## src/hdl/mexp_pkg.sv

```systemverilog
// ============================================================================
// mexp_pkg
// Shared types and constants of the modular exponentiation unit.
// ============================================================================
package mexp_pkg;

  // Default operand width of the arithmetic.
  localparam int unsigned DATA_BITS_DEF = 64;

  // Fixed field widths on the ports.
  localparam int unsigned WORD_W = 64;   // message word
  localparam int unsigned MOD_W  = 63;   // modulus register, result word
  localparam int unsigned EXP_W  = 64;   // exponent register
  localparam int unsigned APB_DW = 64;
  localparam int unsigned APB_AW = 4;

  // Register select, taken from paddr bit 3 (8-byte spacing).
  localparam logic REG_MODULUS  = 1'b0;
  localparam logic REG_EXPONENT = 1'b1;

  localparam logic [MOD_W-1:0] MODULUS_RST  = MOD_W'(2);
  localparam logic [EXP_W-1:0] EXPONENT_RST = EXP_W'(1);

  typedef enum logic {
    ENG_IDLE,
    ENG_RUN
  } mexp_eng_state_e;

  typedef enum logic [2:0] {
    SEQ_IDLE,
    SEQ_REDUCE,
    SEQ_CHECK,
    SEQ_MUL,
    SEQ_SQR,
    SEQ_DONE
  } mexp_seq_state_e;

  // Result hand-over from the sequencer to the output register.
  typedef struct packed {
    logic valid;
    logic last;
  } mexp_res_ctl_t;

endpackage

```

## src/hdl/modular_exponentiation_unit.sv

```systemverilog
// ============================================================================
// modular_exponentiation_unit
// Single-word modular exponentiation, word^exponent mod modulus.
// ============================================================================
// Each request on the input stream is one message word; the block returns
// word^exponent mod modulus, fully reduced, with tlast copied across. The
// word is first reduced modulo the modulus, then raised by right-to-left
// square-and-multiply. All products run on one shared shift-and-add modular
// multiplier, one multiplier bit a cycle. With a non-zero exponent e a word
// runs through the reduction, popcount(e) multiplies and bitlength(e)-1
// squarings, then a check and a hand-over, before the block can take the
// next request; the final squaring is skipped. With exponent zero only the
// reduction runs, and a modulus below two skips the multiplier; a full
// output register adds its wait. A modulus below two gives zero, an
// exponent of zero gives one. One request is worked on at a time; the input
// is not ready meanwhile, but a new request is taken while the previous
// result waits in the output register. Modulus (byte address 0) and exponent
// (byte address 8) are to be written over the APB port only while the block
// is idle; the block itself does not enforce this. Only the low DATA_BITS-1
// modulus bits and low DATA_BITS exponent and word bits count.
// ============================================================================
module modular_exponentiation_unit #(
  parameter int unsigned DATA_BITS = mexp_pkg::DATA_BITS_DEF
) (
  input  logic                          clk_i,
  input  logic                          rst_ni,
  // input stream
  input  logic                          s_axis_tvalid,
  output logic                          s_axis_tready,
  input  logic [mexp_pkg::WORD_W-1:0]   s_axis_tdata,   // [63:0] message_word
  input  logic                          s_axis_tlast,   // last_in_message
  // result stream
  output logic                          m_axis_tvalid,
  input  logic                          m_axis_tready,
  output logic [63:0]                   m_axis_tdata,   // [62:0] result_word, [63] zero
  output logic                          m_axis_tlast,   // last_out
  // configuration
  input  logic                          psel,
  input  logic                          penable,
  input  logic                          pwrite,
  input  logic [mexp_pkg::APB_AW-1:0]   paddr,
  input  logic [mexp_pkg::APB_DW-1:0]   pwdata,
  output logic [mexp_pkg::APB_DW-1:0]   prdata,
  output logic                          pready
);
  import mexp_pkg::*;

  logic [MOD_W-1:0]     modulus_q;
  logic [EXP_W-1:0]     exponent_q;
  logic                 cfg_wr;

  logic [DATA_BITS-1:0] mod_eff, exp_eff, word_eff, seq_word;
  mexp_res_ctl_t        seq_ctl;
  logic                 out_free, out_take;

  logic                 out_valid_q;
  logic [MOD_W-1:0]     out_word_q;
  logic                 out_last_q;

  // --- configuration registers -------------------------------------------
  assign pready = 1'b1;
  assign cfg_wr = psel & penable & pwrite & pready;

  always_ff @(posedge clk_i or negedge rst_ni) begin
    if (!rst_ni) begin
      modulus_q  <= MODULUS_RST;
      exponent_q <= EXPONENT_RST;
    end else if (cfg_wr) begin
      unique case (paddr[3])
        REG_MODULUS:  modulus_q  <= pwdata[MOD_W-1:0];
        REG_EXPONENT: exponent_q <= pwdata[EXP_W-1:0];
        default: ;
      endcase
    end
  end

  always_comb begin
    unique case (paddr[3])
      REG_MODULUS:  prdata = APB_DW'(modulus_q);
      REG_EXPONENT: prdata = APB_DW'(exponent_q);
      default:      prdata = '0;
    endcase
  end

  // Operands cut to the datapath width; modulus stays below 2^(DATA_BITS-1)
  // so a doubled residue still fits.
  assign mod_eff  = {1'b0, modulus_q[DATA_BITS-2:0]};
  assign exp_eff  = exponent_q[DATA_BITS-1:0];
  assign word_eff = s_axis_tdata[DATA_BITS-1:0];

  // --- sequencer and shared multiplier -------------------------------------
  assign out_free = !out_valid_q || m_axis_tready;
  assign out_take = seq_ctl.valid && out_free;

  mexp_seq #(
    .DATA_BITS(DATA_BITS)
  ) u_seq (
    .clk_i      (clk_i),
    .rst_ni     (rst_ni),
    .in_valid_i (s_axis_tvalid),
    .in_ready_o (s_axis_tready),
    .word_i     (word_eff),
    .last_i     (s_axis_tlast),
    .mod_i      (mod_eff),
    .exp_i      (exp_eff),
    .res_ctl_o  (seq_ctl),
    .res_ready_i(out_free),
    .res_word_o (seq_word)
  );

  // --- output register -----------------------------------------------------
  always_ff @(posedge clk_i or negedge rst_ni) begin
    if (!rst_ni) begin
      out_valid_q <= 1'b0;
    end else if (out_take) begin
      out_valid_q <= 1'b1;
    end else if (m_axis_tready) begin
      out_valid_q <= 1'b0;
    end
  end

  always_ff @(posedge clk_i) begin
    if (out_take) begin
      out_word_q <= MOD_W'(seq_word);
      out_last_q <= seq_ctl.last;
    end
  end

  assign m_axis_tvalid = out_valid_q;
  assign m_axis_tdata  = {1'b0, out_word_q};
  assign m_axis_tlast  = out_last_q;

  // --- assertions ----------------------------------------------------------
  // results are fully reduced
  a_reduced: assert property (@(posedge clk_i) disable iff (!rst_ni)
    out_valid_q && (mod_eff >= DATA_BITS'(2)) |-> out_word_q < MOD_W'(mod_eff))
    else $error("result not below modulus");

  // degenerate modulus gives zero
  a_zero_mod: assert property (@(posedge clk_i) disable iff (!rst_ni)
    out_valid_q && (mod_eff < DATA_BITS'(2)) |-> out_word_q == '0)
    else $error("non-zero result for modulus below two");

  // one word in flight in the sequencer
  a_busy: assert property (@(posedge clk_i) disable iff (!rst_ni)
    s_axis_tvalid && s_axis_tready |=> !s_axis_tready)
    else $error("request taken while a word is in progress");

endmodule

```

## src/hdl/mexp_mulmod.sv

```systemverilog
// ============================================================================
// mexp_mulmod
// Shared modular multiplier: interleaved shift-and-add, one multiplier bit a
// cycle, most significant first.
// ============================================================================
module mexp_mulmod #(
  parameter int unsigned DATA_BITS = mexp_pkg::DATA_BITS_DEF
) (
  input  logic                 clk_i,
  input  logic                 rst_ni,
  input  logic                 start_i,
  input  logic [DATA_BITS-1:0] a_i,     // multiplier, any value
  input  logic [DATA_BITS-1:0] b_i,     // multiplicand, below m
  input  logic [DATA_BITS-1:0] m_i,     // modulus, 2 .. 2^(DATA_BITS-1)-1
  output logic                 done_o,
  output logic [DATA_BITS-1:0] res_o
);
  import mexp_pkg::*;

  localparam int unsigned EW    = DATA_BITS + 2;
  localparam int unsigned CNT_W = $clog2(DATA_BITS + 1);

  mexp_eng_state_e state_q, state_d;
  logic [CNT_W-1:0]     cnt_q;
  logic                 done_q;
  logic [DATA_BITS-1:0] a_q, acc_q;
  // Step addends: b, b-m, b-2m when the bit is set, else 0, -m, -2m.
  logic [EW-1:0]        b_q, bm1_q, bm2_q, nm1_q, nm2_q;

  logic [EW-1:0] two_acc, s0, s1, s2;
  logic [DATA_BITS-1:0] acc_nxt;
  logic bit_c;

  // 2*acc + bit*b lies below 3m; keep the largest multiple of m that fits.
  always_comb begin
    bit_c   = a_q[DATA_BITS-1];
    two_acc = {1'b0, acc_q, 1'b0};
    s0      = two_acc + (bit_c ? b_q   : '0);
    s1      = two_acc + (bit_c ? bm1_q : nm1_q);
    s2      = two_acc + (bit_c ? bm2_q : nm2_q);
    if (!s2[EW-1]) begin
      acc_nxt = s2[DATA_BITS-1:0];
    end else if (!s1[EW-1]) begin
      acc_nxt = s1[DATA_BITS-1:0];
    end else begin
      acc_nxt = s0[DATA_BITS-1:0];
    end
  end

  always_comb begin
    state_d = state_q;
    unique case (state_q)
      ENG_IDLE: begin
        if (start_i) state_d = ENG_RUN;
      end
      ENG_RUN: begin
        if (cnt_q == CNT_W'(1)) state_d = ENG_IDLE;
      end
      default: state_d = ENG_IDLE;
    endcase
  end

  always_ff @(posedge clk_i or negedge rst_ni) begin
    if (!rst_ni) begin
      state_q <= ENG_IDLE;
      done_q  <= 1'b0;
      cnt_q   <= '0;
    end else begin
      state_q <= state_d;
      done_q  <= (state_q == ENG_RUN) && (cnt_q == CNT_W'(1));
      if (state_q == ENG_IDLE && start_i) begin
        cnt_q <= CNT_W'(DATA_BITS);
      end else if (state_q == ENG_RUN) begin
        cnt_q <= cnt_q - CNT_W'(1);
      end
    end
  end

  always_ff @(posedge clk_i) begin
    if (state_q == ENG_IDLE && start_i) begin
      a_q   <= a_i;
      acc_q <= '0;
      b_q   <= {2'b00, b_i};
      bm1_q <= {2'b00, b_i} - {2'b00, m_i};
      bm2_q <= {2'b00, b_i} - {1'b0, m_i, 1'b0};
      nm1_q <= EW'(0) - {2'b00, m_i};
      nm2_q <= EW'(0) - {1'b0, m_i, 1'b0};
    end else if (state_q == ENG_RUN) begin
      a_q   <= {a_q[DATA_BITS-2:0], 1'b0};
      acc_q <= acc_nxt;
    end
  end

  assign done_o = done_q;
  assign res_o  = acc_q;

endmodule

```

## src/hdl/mexp_seq.sv

```systemverilog
// ============================================================================
// mexp_seq
// Square-and-multiply sequencer around the shared modular multiplier.
// ============================================================================
module mexp_seq #(
  parameter int unsigned DATA_BITS = mexp_pkg::DATA_BITS_DEF
) (
  input  logic                    clk_i,
  input  logic                    rst_ni,
  input  logic                    in_valid_i,
  output logic                    in_ready_o,
  input  logic [DATA_BITS-1:0]    word_i,
  input  logic                    last_i,
  input  logic [DATA_BITS-1:0]    mod_i,
  input  logic [DATA_BITS-1:0]    exp_i,
  output mexp_pkg::mexp_res_ctl_t res_ctl_o,
  input  logic                    res_ready_i,
  output logic [DATA_BITS-1:0]    res_word_o
);
  import mexp_pkg::*;

  mexp_seq_state_e state_q, state_d;
  logic [DATA_BITS-1:0] m_q, e_q, base_q, acc_q;
  logic                 last_q;

  logic                 eng_start, eng_done;
  logic [DATA_BITS-1:0] eng_a, eng_b, eng_m, eng_res;
  logic ld_in, ld_base, ld_acc_one, ld_acc_res, ld_acc_zero, clr_e0, shr_e;

  mexp_mulmod #(
    .DATA_BITS(DATA_BITS)
  ) u_mulmod (
    .clk_i  (clk_i),
    .rst_ni (rst_ni),
    .start_i(eng_start),
    .a_i    (eng_a),
    .b_i    (eng_b),
    .m_i    (eng_m),
    .done_o (eng_done),
    .res_o  (eng_res)
  );

  always_comb begin
    state_d     = state_q;
    in_ready_o  = 1'b0;
    eng_start   = 1'b0;
    eng_a       = acc_q;
    eng_b       = base_q;
    eng_m       = m_q;
    ld_in       = 1'b0;
    ld_base     = 1'b0;
    ld_acc_one  = 1'b0;
    ld_acc_res  = 1'b0;
    ld_acc_zero = 1'b0;
    clr_e0      = 1'b0;
    shr_e       = 1'b0;
    unique case (state_q)
      SEQ_IDLE: begin
        in_ready_o = 1'b1;
        if (in_valid_i) begin
          ld_in = 1'b1;
          if (mod_i < DATA_BITS'(2)) begin
            // degenerate modulus: result is zero
            ld_acc_zero = 1'b1;
            state_d     = SEQ_DONE;
          end else begin
            // word mod m as word * 1
            eng_start = 1'b1;
            eng_a     = word_i;
            eng_b     = DATA_BITS'(1);
            eng_m     = mod_i;
            state_d   = SEQ_REDUCE;
          end
        end
      end
      SEQ_REDUCE: begin
        if (eng_done) begin
          ld_base    = 1'b1;
          ld_acc_one = 1'b1;
          state_d    = SEQ_CHECK;
        end
      end
      SEQ_CHECK: begin
        if (e_q == '0) begin
          state_d = SEQ_DONE;
        end else if (e_q[0]) begin
          eng_start = 1'b1;
          state_d   = SEQ_MUL;
        end else begin
          eng_start = 1'b1;
          eng_a     = base_q;
          state_d   = SEQ_SQR;
        end
      end
      SEQ_MUL: begin
        if (eng_done) begin
          ld_acc_res = 1'b1;
          clr_e0     = 1'b1;
          state_d    = SEQ_CHECK;
        end
      end
      SEQ_SQR: begin
        if (eng_done) begin
          ld_base = 1'b1;
          shr_e   = 1'b1;
          state_d = SEQ_CHECK;
        end
      end
      SEQ_DONE: begin
        if (res_ready_i) state_d = SEQ_IDLE;
      end
      default: state_d = SEQ_IDLE;
    endcase
  end

  always_ff @(posedge clk_i or negedge rst_ni) begin
    if (!rst_ni) begin
      state_q <= SEQ_IDLE;
    end else begin
      state_q <= state_d;
    end
  end

  always_ff @(posedge clk_i) begin
    if (ld_in) begin
      m_q    <= mod_i;
      e_q    <= exp_i;
      last_q <= last_i;
    end else if (clr_e0) begin
      e_q[0] <= 1'b0;
    end else if (shr_e) begin
      e_q <= {1'b0, e_q[DATA_BITS-1:1]};
    end
    if (ld_base) base_q <= eng_res;
    if (ld_acc_zero) begin
      acc_q <= '0;
    end else if (ld_acc_one) begin
      acc_q <= DATA_BITS'(1);
    end else if (ld_acc_res) begin
      acc_q <= eng_res;
    end
  end

  assign res_ctl_o.valid = (state_q == SEQ_DONE);
  assign res_ctl_o.last  = last_q;
  assign res_word_o      = acc_q;

endmodule

```

## config.mk

```make
export PLATFORM = sky130hd
export DESIGN_NAME = modular_exponentiation_unit
export DESIGN_NICKNAME = d
export VERILOG_FILES = /design/src/hdl/mexp_pkg.sv /design/src/hdl/modular_exponentiation_unit.sv /design/src/hdl/mexp_mulmod.sv /design/src/hdl/mexp_seq.sv
export SDC_FILE = /design/constraint.sdc
export NUM_CORES = 2
export LEC_CHECK = 0
export ABC_AREA = 1
export BUFFER_PORTS_ARGS = -buffer_cell sky130_fd_sc_hd__buf_2
export CAP_MARGIN = 20
export CORE_MARGIN = 2
export CORE_UTILIZATION = 53
export CTS_CLUSTER_DIAMETER = 120
export DETAILED_ROUTE_END_ITERATION = 6
export PLACE_DENSITY = 0.7
export SLEW_MARGIN = 20
export SYNTH_ARGS = -nofsm -noshare
export SYNTH_HDL_FRONTEND = slang
export SYNTH_SLANG_ARGS = --single-unit
```

## constraint.sdc

```tcl
create_clock -name clk_i -period 14.2 [get_ports clk_i]
set_clock_uncertainty 0.2 [all_clocks]
set_input_delay 0.71 -clock clk_i [delete_from_list [all_inputs] [get_ports clk_i]]
set_output_delay 0.71 -clock clk_i [all_outputs]
set_load 0.005 [all_outputs]
```

==> results.ini <==
[run_status]
status = finished, violations left
violations = antenna rules

[synth]
synth_seq_cells = 847
synthDistinctLibCells = 58
syn_nets = 9241
syn_avg_cell_area_um2 = 6.915
synth_compound_area_share_pct = 14.72
synth_top_family_by_area = simple AND/OR/NAND/NOR gates
ys.flop_type = edfxtp_1
syn_inst = 8843
syn-cell-area_mm2 = 0.06115
yosys.area_share.adder_pct = 5.315
synthSimpleGateAreaFrac_pct = 28.66
synth_edf_count = 579
seq_area_frac_synth_pct = 38.35
async_flop_share_pct = 16.53
synthMuxAreaShare_pct = 0.03274
yosysWarnings = 0
synth_xor_area_share_pct = 3.666

[sta]
rsz0062_at_grt = no
holdWs_ns = 0.06931
hold_viol_final = 0
tightest_slew_ns = 1.298
period_share_pct = 52.13
timing.setup.tns_ns = 0
slew_violations = 0
post-route-worst-setup-slack_ns = 6.798
timing.fmax_mhz = 135.1
finalCriticalPeriod_ns = 7.402
relSlewSlack_pct = 12.67
setup_viol = 0

[clocking]
clk_path_buf_depth = 3
cts_tree = done
cts_resized = 0
path_clk_slew_ns = 0.06
clock_latency_ns = 0.72
clockRootBuffer = clkbuf_16
cts_buffers = 92
cts_num_sinks = 847
holdBufCountCts = 2
htree_levels = 3
post_cts_buffers = 0

[setup_path]
worstSetupPathType = flip-flop to flip-flop
critPathRequiredTime_ns = 14.42
worstPathMaxFanout = 68
crit_buf_inv = 9
start_kind = flip-flop
arrival_ns = 7.63
crit_top_cell = nand2_1
cp_slowest_cell = nor2_4
cpPeakStageDelay_ns = 0.67
endpoint_kind = flip-flop
path_delay_family = simple AND/OR/NAND/NOR gates

[min_path]
hold_path_class = input port to flip-flop

[global_routing]
antenna_found_initial = 3
grt_start_max_net_pins = 153
grt_overflow_total = 0
grt_pass1_vias = 57879
grt_usage_pct = 40.76
grt_pass1_wl_mm = 353.1

[floorplanning]
die_area_mm2 = 0.1181
io-pin-count = 272
rows = 124
die_width_um = 343.7
dieHeight_um = 343.7
start_util_pct = 53.48
coreArea_mm2 = 0.1143

[drt]
drc = 0
drt_wl_total_mm = 246.6
dr.pass1.iters = 6
wl_per_cell_um = 23.26
drtAntennaViolNets = 1
viasPerCell = 5.814
drt_iter0_drc = 7094
num_vias = 61651

[place]
finalWeightedCongestion = 1.128
post-dp-hpwl_mm = 199.2
io_buffer_count = 266
dpl_worst_slack_ns = 6.788

[final_layout]
nets = 9401
fillers = 10757
drive_gt1_share_pct = 6.023
syn_to_final_growth_pct = 9.217
fin_util_pct = 58.41

[power_and_ir_drop]
ir_drop_uv = 119.2
p_leak_nw = 32.06
p_per_area_mw_per_mm2 = 146.4
power_w = 0.009776

[run]
cap_violations = 0

==> cells in the mapped netlist, types with 10 or more instances <==
library cell / count / share of area, %
nand2_1: 2757 / 17
nor2_1: 937 / 5.8
o21ai_0: 718 / 5.9
inv_2: 15 / 0.092
buf_4: 11 / 0.14
ha_1: 255 / 5.2
inv_1: 1202 / 7.4
dfxtp_1: 128 / 4.2
nand3b_1: 10 / 0.12
clkbuf_1: 200 / 1.2
a21o_1: 32 / 0.39
o21ai_1: 20 / 0.16
dfrtp_1: 138 / 5.6
o21a_1: 37 / 0.45
o21bai_1: 23 / 0.28
xnor2_1: 89 / 1.3
edfxtp_1: 579 / 28
xor2_1: 167 / 2.4
a21oi_1: 610 / 5.0
o22ai_1: 41 / 0.42
o21ai_2: 11 / 0.16
or2_2: 16 / 0.16
o211ai_1: 47 / 0.58
nand4_1: 108 / 1.1
nor4_1: 36 / 0.37
a31oi_1: 76 / 0.78
a21boi_0: 16 / 0.20
buf_1: 19 / 0.12
nand3_1: 356 / 2.9
nor3_1: 84 / 0.69
==> cell families after synthesis <==
family          count (synthesis)
compound gates               1661
xor+xnor                      256
fa+ha+maj                     258
buf+inv                      1471
flops                         847
mux                             2
other cells                     2
simple gates                 4346
==> routing by layer <==
| layer | global-route usage [%] | up-vias | wire [um] |
|---|---|---|---|
| met3 | 9.090 | 601 | 26540 |
| li1 | - | 29240 | - |
| met4 | 24.28 | 0 | 16730 |
| met5 | 0 | - | 0 |
| met1 | 50.94 | 28441 | 94770 |
| met2 | 64.64 | 3369 | 108600 |
==> stage by stage <==
stage	area, um^2	cells
2_1_floorplan	61150	8843
3_3_place_gp	63800	10419
3_5_place_dp	63800	10419
4_1_cts	66770	10594
5_1_grt	66770	10595
6_report	66790	10603
==> cells in the final DEF (no fill, tap or decap), types with 15 or more instances in the layout <==
cell and instances:
xor2_1 167, a21boi_0 16, nand2_1 2749, o21a_1 37, a21oi_1 610, dfxtp_1 128
a31oi_1 76, xnor2_1 89, a21o_1 32, nand4_1 108, or2_2 16, clkinv_2 16
ha_1 255, nor3_1 84, clkbuf_1 31, o211ai_1 47, nor4_1 36, o21ai_1 20
buf_4 46, clkbuf_16 96, inv_1 1200, o22ai_1 41, o21bai_1 23, edfxtp_1 579
o21ai_0 718, nor2_1 933, inv_2 15, nand3_1 354, buf_2 265, dfrtp_1 135
==> area by class of cell <==
cell class	instances	area (um^2)	share of cell area, %
Multi-Input combinational cell	6525	32150	48.14
Inverter	1222	4597	6.883
Tap cell	1512	1892	2.832
Clock buffer	132	2587	3.874
Timing Repair Buffer	315	1723	2.580
Clock inverter	41	359.1	0.5376
Sequential cell	847	23460	35.12
Antenna cell	9	22.52	0.03372
==> flip-flops by register name, summed over array words and instances (netlist names), 64 cells and up <==
signal / flops
exp_eff: 64
u_seq.u_mulmod.nm1_q: 65
u_seq.u_mulmod.res_o: 64
u_seq.u_mulmod.bm2_q: 66
u_seq.e_q: 64
u_seq.res_word_o: 64
u_seq.base_q: 64
u_seq.u_mulmod.bm1_q: 65
u_seq.u_mulmod.a_q: 64
==> final timing paths <==
kind / start / endpoint / slack [ns] / cells past startpoint
max in group asynchronous: rst_ni / modulus_q[55] / 11.60 / 4
setup / recovery: u_seq.state_q[0] / u_seq.u_mulmod.bm1_q[58] / 6.80 / 27
setup reg to reg: u_seq.state_q[0] / u_seq.u_mulmod.bm1_q[58] / 6.80 / 27
min in group asynchronous: rst_ni / m_axis_tvalid / 0.22 / 2
hold / removal: pwdata[0] / exp_eff[0] / 0.07 / 3
hold reg to reg: u_seq.res_word_o[47] / out_word_q[47] / 0.26 / 0
==> where the power goes <==
group / switching, W / total [W] / internal [W]
Combinational: 0.00310 / 0.00422 / 0.00112
Sequential: 0.000130 / 0.00316 / 0.00303
Clock: 0.00110 / 0.00240 / 0.00131
==> worst min-delay path: stages <==
cell and delay, ns:
buf_2 0.10, inv_1 0.06, o21ai_0 0.09
(Power assumes the default switching activity.)
